$ cat src/b64e_pkg.sv
// Package for the base64 stream encoder.
// Holds transaction payload types, the job record passed front to back,
// queue sizing and the alphabet mapping. No dependencies.
`timescale 1ns / 1ps
`default_nettype none

package b64e_pkg;

  localparam int unsigned QueueDepth = 2;
  localparam int unsigned QPtrW      = (QueueDepth > 1) ? $clog2(QueueDepth) : 1;
  localparam int unsigned QCntW      = $clog2(QueueDepth + 1);
  localparam int unsigned JobChars   = 4;
  localparam int unsigned JobIdxW    = $clog2(JobChars);

  localparam logic [6:0] PadChar   = 7'h3d;
  localparam logic [6:0] PlusChar  = 7'h2b;
  localparam logic [6:0] SlashChar = 7'h2f;
  localparam logic [6:0] UpperBase = 7'h41;
  localparam logic [6:0] LowerOff  = 7'h47;
  localparam logic [6:0] DigitOff  = 7'h7c;

  typedef struct packed {
    logic [7:0] data_byte;
    logic       last_byte;
  } in_t;

  typedef struct packed {
    logic [6:0] out_char;
    logic       last_char;
  } out_t;

  typedef struct packed {
    logic [JobChars-1:0][6:0] chars;
    logic [JobIdxW-1:0]       last_idx;
    logic                     fin;
  } job_t;

  typedef struct packed {
    logic full;
    logic empty;
  } q_sts_t;

  typedef struct packed {
    logic busy;
    logic pop;
  } back_sts_t;

  function automatic logic [6:0] enc(input logic [5:0] six);
    logic [6:0] s;
    s = {1'b0, six};
    if (six < 6'd26) begin
      return UpperBase + s;
    end else if (six < 6'd52) begin
      return LowerOff + s;
    end else if (six < 6'd62) begin
      return DigitOff + s;
    end else if (six == 6'd62) begin
      return PlusChar;
    end else begin
      return SlashChar;
    end
  endfunction

endpackage

`default_nettype wire

$ cat src/b64e_front.sv
// Front end of the base64 stream encoder: accepts bytes, tracks group phase
// and carried bits, and builds a character job per byte.
// Depends on b64e_pkg.
`timescale 1ns / 1ps
`default_nettype none

module b64e_front (
  input  wire logic            clk_i,
  input  wire logic            rst_ni,
  input  wire logic            in_valid_i,
  output logic                 in_stall_o,
  input  wire b64e_pkg::in_t   in_i,
  input  wire b64e_pkg::q_sts_t q_sts_i,
  output logic                 push_o,
  output b64e_pkg::job_t       job_o
);

  typedef enum logic [1:0] {
    PhStart  = 2'd0,
    PhSecond = 2'd1,
    PhThird  = 2'd2
  } phase_e;

  phase_e     phase_q, phase_d;
  logic [3:0] carry_q, carry_d;
  logic [7:0] b;

  assign b          = in_i.data_byte;
  assign in_stall_o = q_sts_i.full;
  assign push_o     = in_valid_i && !q_sts_i.full;

  always_comb begin
    job_o    = '0;
    phase_d  = PhStart;
    carry_d  = '0;
    case (phase_q)
      PhSecond: begin
        job_o.chars[0] = b64e_pkg::enc({carry_q[1:0], b[7:4]});
        if (in_i.last_byte) begin
          job_o.chars[1]  = b64e_pkg::enc({b[3:0], 2'b00});
          job_o.chars[2]  = b64e_pkg::PadChar;
          job_o.last_idx  = 2'd2;
          job_o.fin       = 1'b1;
        end else begin
          phase_d = PhThird;
          carry_d = b[3:0];
        end
      end
      PhThird: begin
        job_o.chars[0] = b64e_pkg::enc({carry_q, b[7:6]});
        job_o.chars[1] = b64e_pkg::enc(b[5:0]);
        job_o.last_idx = 2'd1;
        job_o.fin      = in_i.last_byte;
      end
      default: begin
        job_o.chars[0] = b64e_pkg::enc(b[7:2]);
        if (in_i.last_byte) begin
          job_o.chars[1] = b64e_pkg::enc({b[1:0], 4'b0000});
          job_o.chars[2] = b64e_pkg::PadChar;
          job_o.chars[3] = b64e_pkg::PadChar;
          job_o.last_idx = 2'd3;
          job_o.fin      = 1'b1;
        end else begin
          phase_d = PhSecond;
          carry_d = {2'b00, b[1:0]};
        end
      end
    endcase
  end

  always_ff @(posedge clk_i or negedge rst_ni) begin
    if (!rst_ni) begin
      phase_q <= PhStart;
      carry_q <= '0;
    end else if (push_o) begin
      phase_q <= phase_d;
      carry_q <= carry_d;
    end
  end

endmodule

`default_nettype wire

$ cat src/b64e_queue.sv
// Short job queue between the front and back of the base64 encoder.
// Register-based, one write and one read port. Depends on b64e_pkg.
`timescale 1ns / 1ps
`default_nettype none

module b64e_queue (
  input  wire logic             clk_i,
  input  wire logic             rst_ni,
  input  wire logic             push_i,
  input  wire b64e_pkg::job_t   job_i,
  input  wire logic             pop_i,
  output b64e_pkg::job_t        job_o,
  output b64e_pkg::q_sts_t      sts_o
);

  b64e_pkg::job_t                  mem_q [b64e_pkg::QueueDepth];
  logic [b64e_pkg::QPtrW-1:0]      wr_q, rd_q;
  logic [b64e_pkg::QCntW-1:0]      cnt_q;

  function automatic logic [b64e_pkg::QPtrW-1:0] nxt(input logic [b64e_pkg::QPtrW-1:0] p);
    if (p == b64e_pkg::QPtrW'(b64e_pkg::QueueDepth - 1)) begin
      return '0;
    end else begin
      return p + 1'b1;
    end
  endfunction

  assign job_o       = mem_q[rd_q];
  assign sts_o.full  = (cnt_q == b64e_pkg::QCntW'(b64e_pkg::QueueDepth));
  assign sts_o.empty = (cnt_q == '0);

  always_ff @(posedge clk_i) begin
    if (push_i) begin
      mem_q[wr_q] <= job_i;
    end
  end

  always_ff @(posedge clk_i or negedge rst_ni) begin
    if (!rst_ni) begin
      wr_q  <= '0;
      rd_q  <= '0;
      cnt_q <= '0;
    end else begin
      if (push_i) begin
        wr_q <= nxt(wr_q);
      end
      if (pop_i) begin
        rd_q <= nxt(rd_q);
      end
      if (push_i && !pop_i) begin
        cnt_q <= cnt_q + 1'b1;
      end else if (pop_i && !push_i) begin
        cnt_q <= cnt_q - 1'b1;
      end
    end
  end

endmodule

`default_nettype wire

$ cat src/b64e_back.sv
// Back end of the base64 encoder: takes queued jobs and, while not stalled, emits
// one character per cycle through a registered output. Depends on b64e_pkg.
`timescale 1ns / 1ps
`default_nettype none

module b64e_back (
  input  wire logic              clk_i,
  input  wire logic              rst_ni,
  input  wire b64e_pkg::job_t    job_i,
  input  wire b64e_pkg::q_sts_t  q_sts_i,
  output b64e_pkg::back_sts_t    sts_o,
  output logic                   out_valid_o,
  input  wire logic              out_stall_i,
  output b64e_pkg::out_t         out_o
);

  b64e_pkg::job_t                cur_q;
  logic [b64e_pkg::JobIdxW-1:0]  idx_q;
  logic                          busy_q;
  logic                          out_valid_q;
  b64e_pkg::out_t                out_q;
  logic                          advance, emit, at_end, pop;

  assign advance = !out_valid_q || !out_stall_i;
  assign emit    = advance && busy_q;
  assign at_end  = (idx_q == cur_q.last_idx);
  assign pop     = !q_sts_i.empty && (!busy_q || (emit && at_end));

  assign sts_o.busy  = busy_q;
  assign sts_o.pop   = pop;
  assign out_valid_o = out_valid_q;
  assign out_o       = out_q;

  always_ff @(posedge clk_i) begin
    if (pop) begin
      cur_q <= job_i;
    end
    if (emit) begin
      out_q.out_char  <= cur_q.chars[idx_q];
      out_q.last_char <= cur_q.fin && at_end;
    end
  end

  always_ff @(posedge clk_i or negedge rst_ni) begin
    if (!rst_ni) begin
      busy_q      <= 1'b0;
      idx_q       <= '0;
      out_valid_q <= 1'b0;
    end else begin
      if (advance) begin
        out_valid_q <= busy_q;
      end
      if (pop) begin
        busy_q <= 1'b1;
        idx_q  <= '0;
      end else if (emit) begin
        if (at_end) begin
          busy_q <= 1'b0;
        end
        idx_q <= idx_q + 1'b1;
      end
    end
  end

endmodule

`default_nettype wire

$ cat src/base64_stream_encoder.sv
// Base64 stream encoder top level: one byte in, base64 characters out.
// Path: into an idle encoder, a byte's first character passes through the queue,
// the back end's job register and the output register before it is valid.
// Throughput: one byte per cycle in while the queue is not full; one character per
// cycle out while the output is not stalled, so three bytes in give four characters.
// Reset: asynchronous active low; clears group phase, carry, queue and output.
// Depends on b64e_pkg, b64e_front, b64e_queue, b64e_back.
`timescale 1ns / 1ps
`default_nettype none

module base64_stream_encoder (
  input  wire logic            clk_i,
  input  wire logic            rst_ni,
  input  wire logic            in_valid_i,
  output logic                 in_stall_o,
  input  wire b64e_pkg::in_t   in_i,
  output logic                 out_valid_o,
  input  wire logic            out_stall_i,
  output b64e_pkg::out_t       out_o
);

  b64e_pkg::job_t      push_job, pop_job;
  b64e_pkg::q_sts_t    q_sts;
  b64e_pkg::back_sts_t back_sts;
  logic                push;

  b64e_front u_front (
    .clk_i      (clk_i),
    .rst_ni     (rst_ni),
    .in_valid_i (in_valid_i),
    .in_stall_o (in_stall_o),
    .in_i       (in_i),
    .q_sts_i    (q_sts),
    .push_o     (push),
    .job_o      (push_job)
  );

  b64e_queue u_queue (
    .clk_i  (clk_i),
    .rst_ni (rst_ni),
    .push_i (push),
    .job_i  (push_job),
    .pop_i  (back_sts.pop),
    .job_o  (pop_job),
    .sts_o  (q_sts)
  );

  b64e_back u_back (
    .clk_i       (clk_i),
    .rst_ni      (rst_ni),
    .job_i       (pop_job),
    .q_sts_i     (q_sts),
    .sts_o       (back_sts),
    .out_valid_o (out_valid_o),
    .out_stall_i (out_stall_i),
    .out_o       (out_o)
  );

  a_no_pop_empty: assert property (@(posedge clk_i) disable iff (!rst_ni)
    back_sts.pop |-> !q_sts.empty)
    else $error("queue popped while empty");

  a_no_push_full: assert property (@(posedge clk_i) disable iff (!rst_ni)
    push |-> !q_sts.full)
    else $error("queue pushed while full");

  a_idle_latency: assert property (@(posedge clk_i) disable iff (!rst_ni)
    (push && q_sts.empty && !back_sts.busy) |-> ##3 out_valid_o)
    else $error("character missing after transaction into idle encoder");

endmodule

`default_nettype wire
$ cat config.mk
export PLATFORM = sky130hd
export DESIGN_NAME = base64_stream_encoder
export DESIGN_NICKNAME = d
export VERILOG_FILES = /design/src/b64e_pkg.sv /design/src/b64e_front.sv /design/src/b64e_queue.sv /design/src/b64e_back.sv /design/src/base64_stream_encoder.sv
export SDC_FILE = /design/constraint.sdc
export NUM_CORES = 1
export LEC_CHECK = 0
export ABC_AREA = 0
export BUFFER_PORTS_ARGS = -buffer_cell sky130_fd_sc_hd__buf_2
export CORE_MARGIN = 3
export CORE_UTILIZATION = 35
export DETAILED_ROUTE_END_ITERATION = 12
export SYNTH_ARGS = -nofsm -noshare
export SYNTH_HDL_FRONTEND = slang
export SYNTH_SLANG_ARGS = --single-unit
$ cat constraint.sdc
create_clock -name clk_i -period 3.35 [get_ports clk_i]
set_input_delay 0.67 -clock clk_i [delete_from_list [all_inputs] [get_ports clk_i]]
set_output_delay 0.67 -clock clk_i [all_outputs]
set_load 0.01 [all_outputs]
# [Word-level counts from Yosys, hierarchy flattened]
# Memories as Yosys holds them, arrays and structs flattened. A register that Yosys moved wholly into a read port is not among the register bits.
# Cells that the tools add are included.
[totals] register_bits=29 mem_bits_rw=60 inputBits=13 out_inout_bits=10 elab_cells=132 n_memories=1
[mem_list] name="u_queue.mem_q" words=2 word_bits=30 read_ports=1 rd_ports_with_merged_regs=1 write_ports=1 line_no="b64e_queue.sv:16" text="b64e_pkg::job_t mem_q [b64e_pkg::QueueDepth];"
[op_classes] add_sub_neg=23 n_lt_le_gt_ge=19 eq_ne=8 mux=48 n_reduce_logical=22
[op_table] op="2-to-1 mux 7 bit" count=19
[op_table] op="adder 7 x 6 -> 7 bit (first input constant)" count=18
[op_table] op="less-than comparator 6 bit (second input constant)" count=12
[op_table] op="less-than comparator 6 x 5 -> 1 bit (second input constant)" count=6
[op_table] op="case mux 17 bit (2 select lines)" count=1
[op_table] op="equality test 6 bit (second input constant)" count=4
[op_table] op="2-to-1 mux 20 bit" count=1
[op_table] op="2-to-1 mux 3 bit" count=6
[op_table] op="binary-select mux 7 bit (select 2 bit)" count=1
[op_table] op="case mux 7 bit (2 select lines)" count=1
[op_table] op="2-to-1 mux 13 bit" count=1
[op_table] op="2-to-1 mux 2 bit" count=6
[op_table] op="2-to-1 mux 1 bit" count=8
[op_table] op="case mux 4 bit (2 select lines)" count=1
[op_table] op="logical AND 1 bit" count=7
[op_table] op="logical NOT 1 bit" count=7
[op_table] op="2-to-1 mux 6 bit" count=1
[op_table] op="nonzero test 2 bit" count=3
[op_table] op="adder 2 x 1 -> 2 bit (second input constant)" count=2
[op_table] op="equality test 2 bit (second input constant)" count=2
[op_table] op="2-to-1 mux 4 bit" count=1
[op_table] op="case mux 2 bit (2 select lines)" count=1
[op_table] op="less-than comparator 2 x 3 -> 1 bit (second input constant)" count=1
[op_table] op="adder 1 bit (second input constant)" count=2
[op_table] op="other kinds (7)" count=8

# [Depth between registers and ports, before layout]
[depth] depth_word=9 depth_mapped=11 ltp_nobuf=9

# [Cells and area by module]
# A second synthesis with hierarchy kept.
[hier_totals] cells_unflattened=550 area_unflattened_um2=6682.7
[by_module_without_submodules] module="b64e_queue" instances=1 cells_per_inst=113 area_each_um2=2577.5 seq_area_each_um2=1961.9
[by_module_without_submodules] module="b64e_front" instances=1 cells_per_inst=364 area_each_um2=2501.1 seq_area_each_um2=150.1
[by_module_without_submodules] module="b64e_back" instances=1 cells_per_inst=73 area_each_um2=1604.0 seq_area_each_um2=1271.2

# [Worst setup path after synthesis]
# OpenSTA, ideal clock, no wires.
[synth_path] path_kind="input port to flip-flop" from="input in_i[1] (netlist bit)" to="memory u_queue.mem_q[0][14] (netlist bit) (data pin)" setup_time_ps=277 arrival_ps=2763 t_required_ps=3073 slack_ps=310 stages=11 path_buffers=2 cell_sequence="clkbuf_1 > inv_1 > ha_1 > nand2b_1 > clkbuf_1 > xnor2_1 > ha_1 > or3_1 > o211ai_1 > mux2i_1 > o211ai_1"
[synth_lines] element="from (decl)" line_no="base64_stream_encoder.sv:16" text="input wire b64e_pkg::in_t in_i,"
[synth_lines] element="to (decl)" line_no="b64e_queue.sv:16"

==> impl_metrics.json <==
{
  "maxSlewViolCount": 0,
  "slowest_stage": "dfrtp_1",
  "clk_pin_slew_worst_paths_ps": 60,
  "fin_nets": 527,
  "total_power_mw": 4.22,
  "r2r_start": "u_front.carry_q[0]",
  "skew_ps": 5.68,
  "yosys-top-cells-count": "edfxtp_1 (62), nand2_1 (45), ha_1 (26)",
  "grt_setup_unrepaired": "false",
  "avgRoutedWirePerCell_um": 17.0,
  "gp_congestion": 0.917,
  "worstPathRequired_ps": 3450,
  "layout-drive-gt1-share_pct": 15.6,
  "netlist_top_cells_area": "edfxtp_1 (38%), dfrtp_1 (7.1%), ha_1 (6.6%)",
  "arrival_ps": 2900,
  "drt_first_pass_iters": 7,
  "ys_ff_latch": 76,
  "post_cts_buffers": 0,
  "dp_slack_ps": 297,
  "finalWirelength_um": 11400,
  "fin_setup_tns_ps": 0,
  "dp_hpwl_um": 8260,
  "grt_pass1_wl_um": 18700,
  "holdWs_ps": 241,
  "synth-warning-count": 0,
  "cp_top_family": "compound AO/OA/AOI/OAI gates",
  "antenna_found_initial": 0,
  "reg2regPathDepth": 7,
  "min_path_type": "in -> async",
  "cts_made_buffers": 9,
  "slew_headroom_pct": 43.5,
  "ctsHoldBuffers": 0,
  "clock_sinks": 76,
  "die_w_um": 125,
  "rr_endpoint": "u_queue.mem_q[0][5]",
  "drv_cap": 0,
  "crit_fanout": 13,
  "synth-async-reset-ratio_pct": 18.4,
  "port-buffer-count": 22,
  "max_stage_delay_ps": 670,
  "netlist_instances": 482,
  "tightest_slew_ps": 848,
  "postRouteAntennaNets": 0,
  "status": "finished, final reports clean",
  "endpoint_kind": "register",
  "post_cts_resized": 0,
  "clock_latency_ps": 330,
  "synth_area_um2": 4930,
  "seq_area_frac_synth_pct": 44.9,
  "power.density_nw_per_um2": 775,
  "worstSetupPathType": "reg -> reg",
  "grt.total_usage_pct": 14.6,
  "ir_worst_vdd_uv": 237,
  "synth_top_area_share_pct": 37.8,
  "fp.coreArea_um2": 13500,
  "ctsLongestPathBuffers": 2,
  "fp.dieH_um": 125,
  "rows": 42,
  "hold_violations": 0,
  "io_pins": 23,
  "dr.first_iter.drc_count": 258,
  "multiInputGateArea_um2": 2460,
  "fmax_mhz": 356,
  "clockRootBuffer": "clkbuf_16",
  "period_minus_slack_ps": 2810,
  "syn_nets": 521,
  "critical_path.cell_chain": "inv_1 -> ha_1 -> and3b_1 -> mux2_4 -> a211oi_1 -> o211ai_1 -> a32oi_1",
  "synth_edf_count": 62,
  "synth_area_leader_cell": "edfxtp_1",
  "vias": 3731,
  "avgSynthCellArea_um2": 10.2,
  "fin_cells": 669,
  "grt-ovfl-total": 0,
  "ys_types": 66,
  "start_util_pct": 36.5,
  "fp.dieArea_um2": 15500,
  "htreeDepth": 3,
  "seq_area_um2": 2210,
  "p_leak_nw": 2.02,
  "syn_to_final_growth_pct": 10.4,
  "fin_ws_ps": 544,
  "dp.cells": 653,
  "grt_start_max_net_pins": 23,
  "min_period_over_period_pct": 83.8,
  "synth.most_common_cell": "edfxtp_1",
  "grt_pass1_vias": 3584,
  "post-route-drc-count": 0,
  "antennaDiodeCount": 0,
  "via_per_inst": 5.58,
  "critPathBufInv": 1,
  "setup_viol": 0,
  "critPathLaunchType": "register",
  "synthFlopType": "edfxtp_1",
  "rrSetupSlack_ps": 540,
  "final.fill_count": 1289,
  "cts_tree": "built"
}
[cells in the final DEF (no fill, tap or decap), types with 4 or more instances in the layout]
cell       Yosys  routed
clkbuf_16      0       9
mux2i_1        8       8
ha_1          26      26
a31oi_1       12      12
a211oi_1      16      16
buf_4          1       9
buf_2         18      22
xnor2_1       14      14
inv_1         20      20
o21ai_1        7       7
nor2_1        24      24
edfxtp_1      62      62
nand3_1       14      14
o21ai_0       22      22
dfrtp_1       14      14
nor3_1        16      16
nand2b_1      10      10
mux2_2        19      19
nor2b_1        7       7
o211ai_1      14      14
xor2_1         7       7
a21oi_1       15      14
a21o_1         4       4
or3_1          7       7
nand2_1       45      45
a21oi_2        3       4
and2_1         5       5
o31ai_1        5       5
[sequential cells by signal, summed over array words and instances, names as in the netlist]
| name | flops |
|---|---|
| u_back.busy_q | 1 |
| u_front.phase_q | 2 |
| u_back.out_o | 8 |
| u_queue.mem_q | 36 |
| u_back.out_valid_o | 1 |
| u_queue.wr_q | 1 |
| u_back.idx_q | 2 |
| u_front.carry_q | 4 |
| u_queue.cnt_q | 2 |
| u_queue.rd_q | 1 |
| u_back.cur_q | 18 |
[kinds of logic after synthesis]
family	Yosys count	share of synthesized area, %
compound gates	129	18.3
xor+xnor	21	3.73
fa+ha+maj	26	6.60
buf+inv	57	5.33
flops	76	44.9
mux	28	6.27
simple gates	145	14.9
[layer usage]
metal | up-vias | GRT usage [%] | wire length [um]
li1 | 1806 | - | -
met1 | 1783 | 19.9 | 5060
met2 | 134 | 23.9 | 5490
met3 | 8 | 2.92 | 734
met4 | 0 | 3.74 | 100
met5 | - | 0 | 0
[worst max path at each step]
stage	startpoint	endpoint	slack, ps	cells after the start
final	u_front.carry_q[0]	u_queue.mem_q[0][5]	540	7
after floorplan	in_i[1]	u_queue.mem_q[0][14]	310	11
after global placement	in_i[1]	u_queue.mem_q[0][14]	400	10
after global routing	u_front.carry_q[0]	u_queue.mem_q[1][8]	340	7
after CTS	u_front.carry_q[0]	u_queue.mem_q[0][5]	570	7
after detailed placement	in_i[1]	u_queue.mem_q[1][14]	300	10
[power breakdown]
| group | total [mW] | switching [mW] | internal [mW] |
|---|---|---|---|
| combinational | 1.50 | 0.892 | 0.608 |
| sequential | 1.78 | 0.239 | 1.54 |
| clock | 0.937 | 0.360 | 0.577 |
| total | 4.22 | 1.49 | 2.73 |
[metrics by stage]
step	cell area, um^2	util (%)
floorplan	4930	-
global placement	5140	38.1
detailed placement	5140	38.1
CTS	5440	40.3
global route	5440	40.3
finish	5440	40.3
[final cells by class]
class                           instances  share of cell area (%)
Sequential cell                        76                    40.7
Tap cell                              176                    4.05
Clock buffer                           10                    4.21
Inverter                               21                    1.45
Clock inverter                          6                    1.22
Multi-Input combinational cell        349                    45.1
Timing Repair Buffer                   31                    3.27
[worst reg2reg max path: cells and delay by family (launching register included)]
kind            cells  cell delay, ps
compound gates      3             730
flops               1             670
simple gates        1             370
mux                 1             330
fa+ha+maj           1             290
buf+inv             1             190
Power figures use the tool's default switching activity.
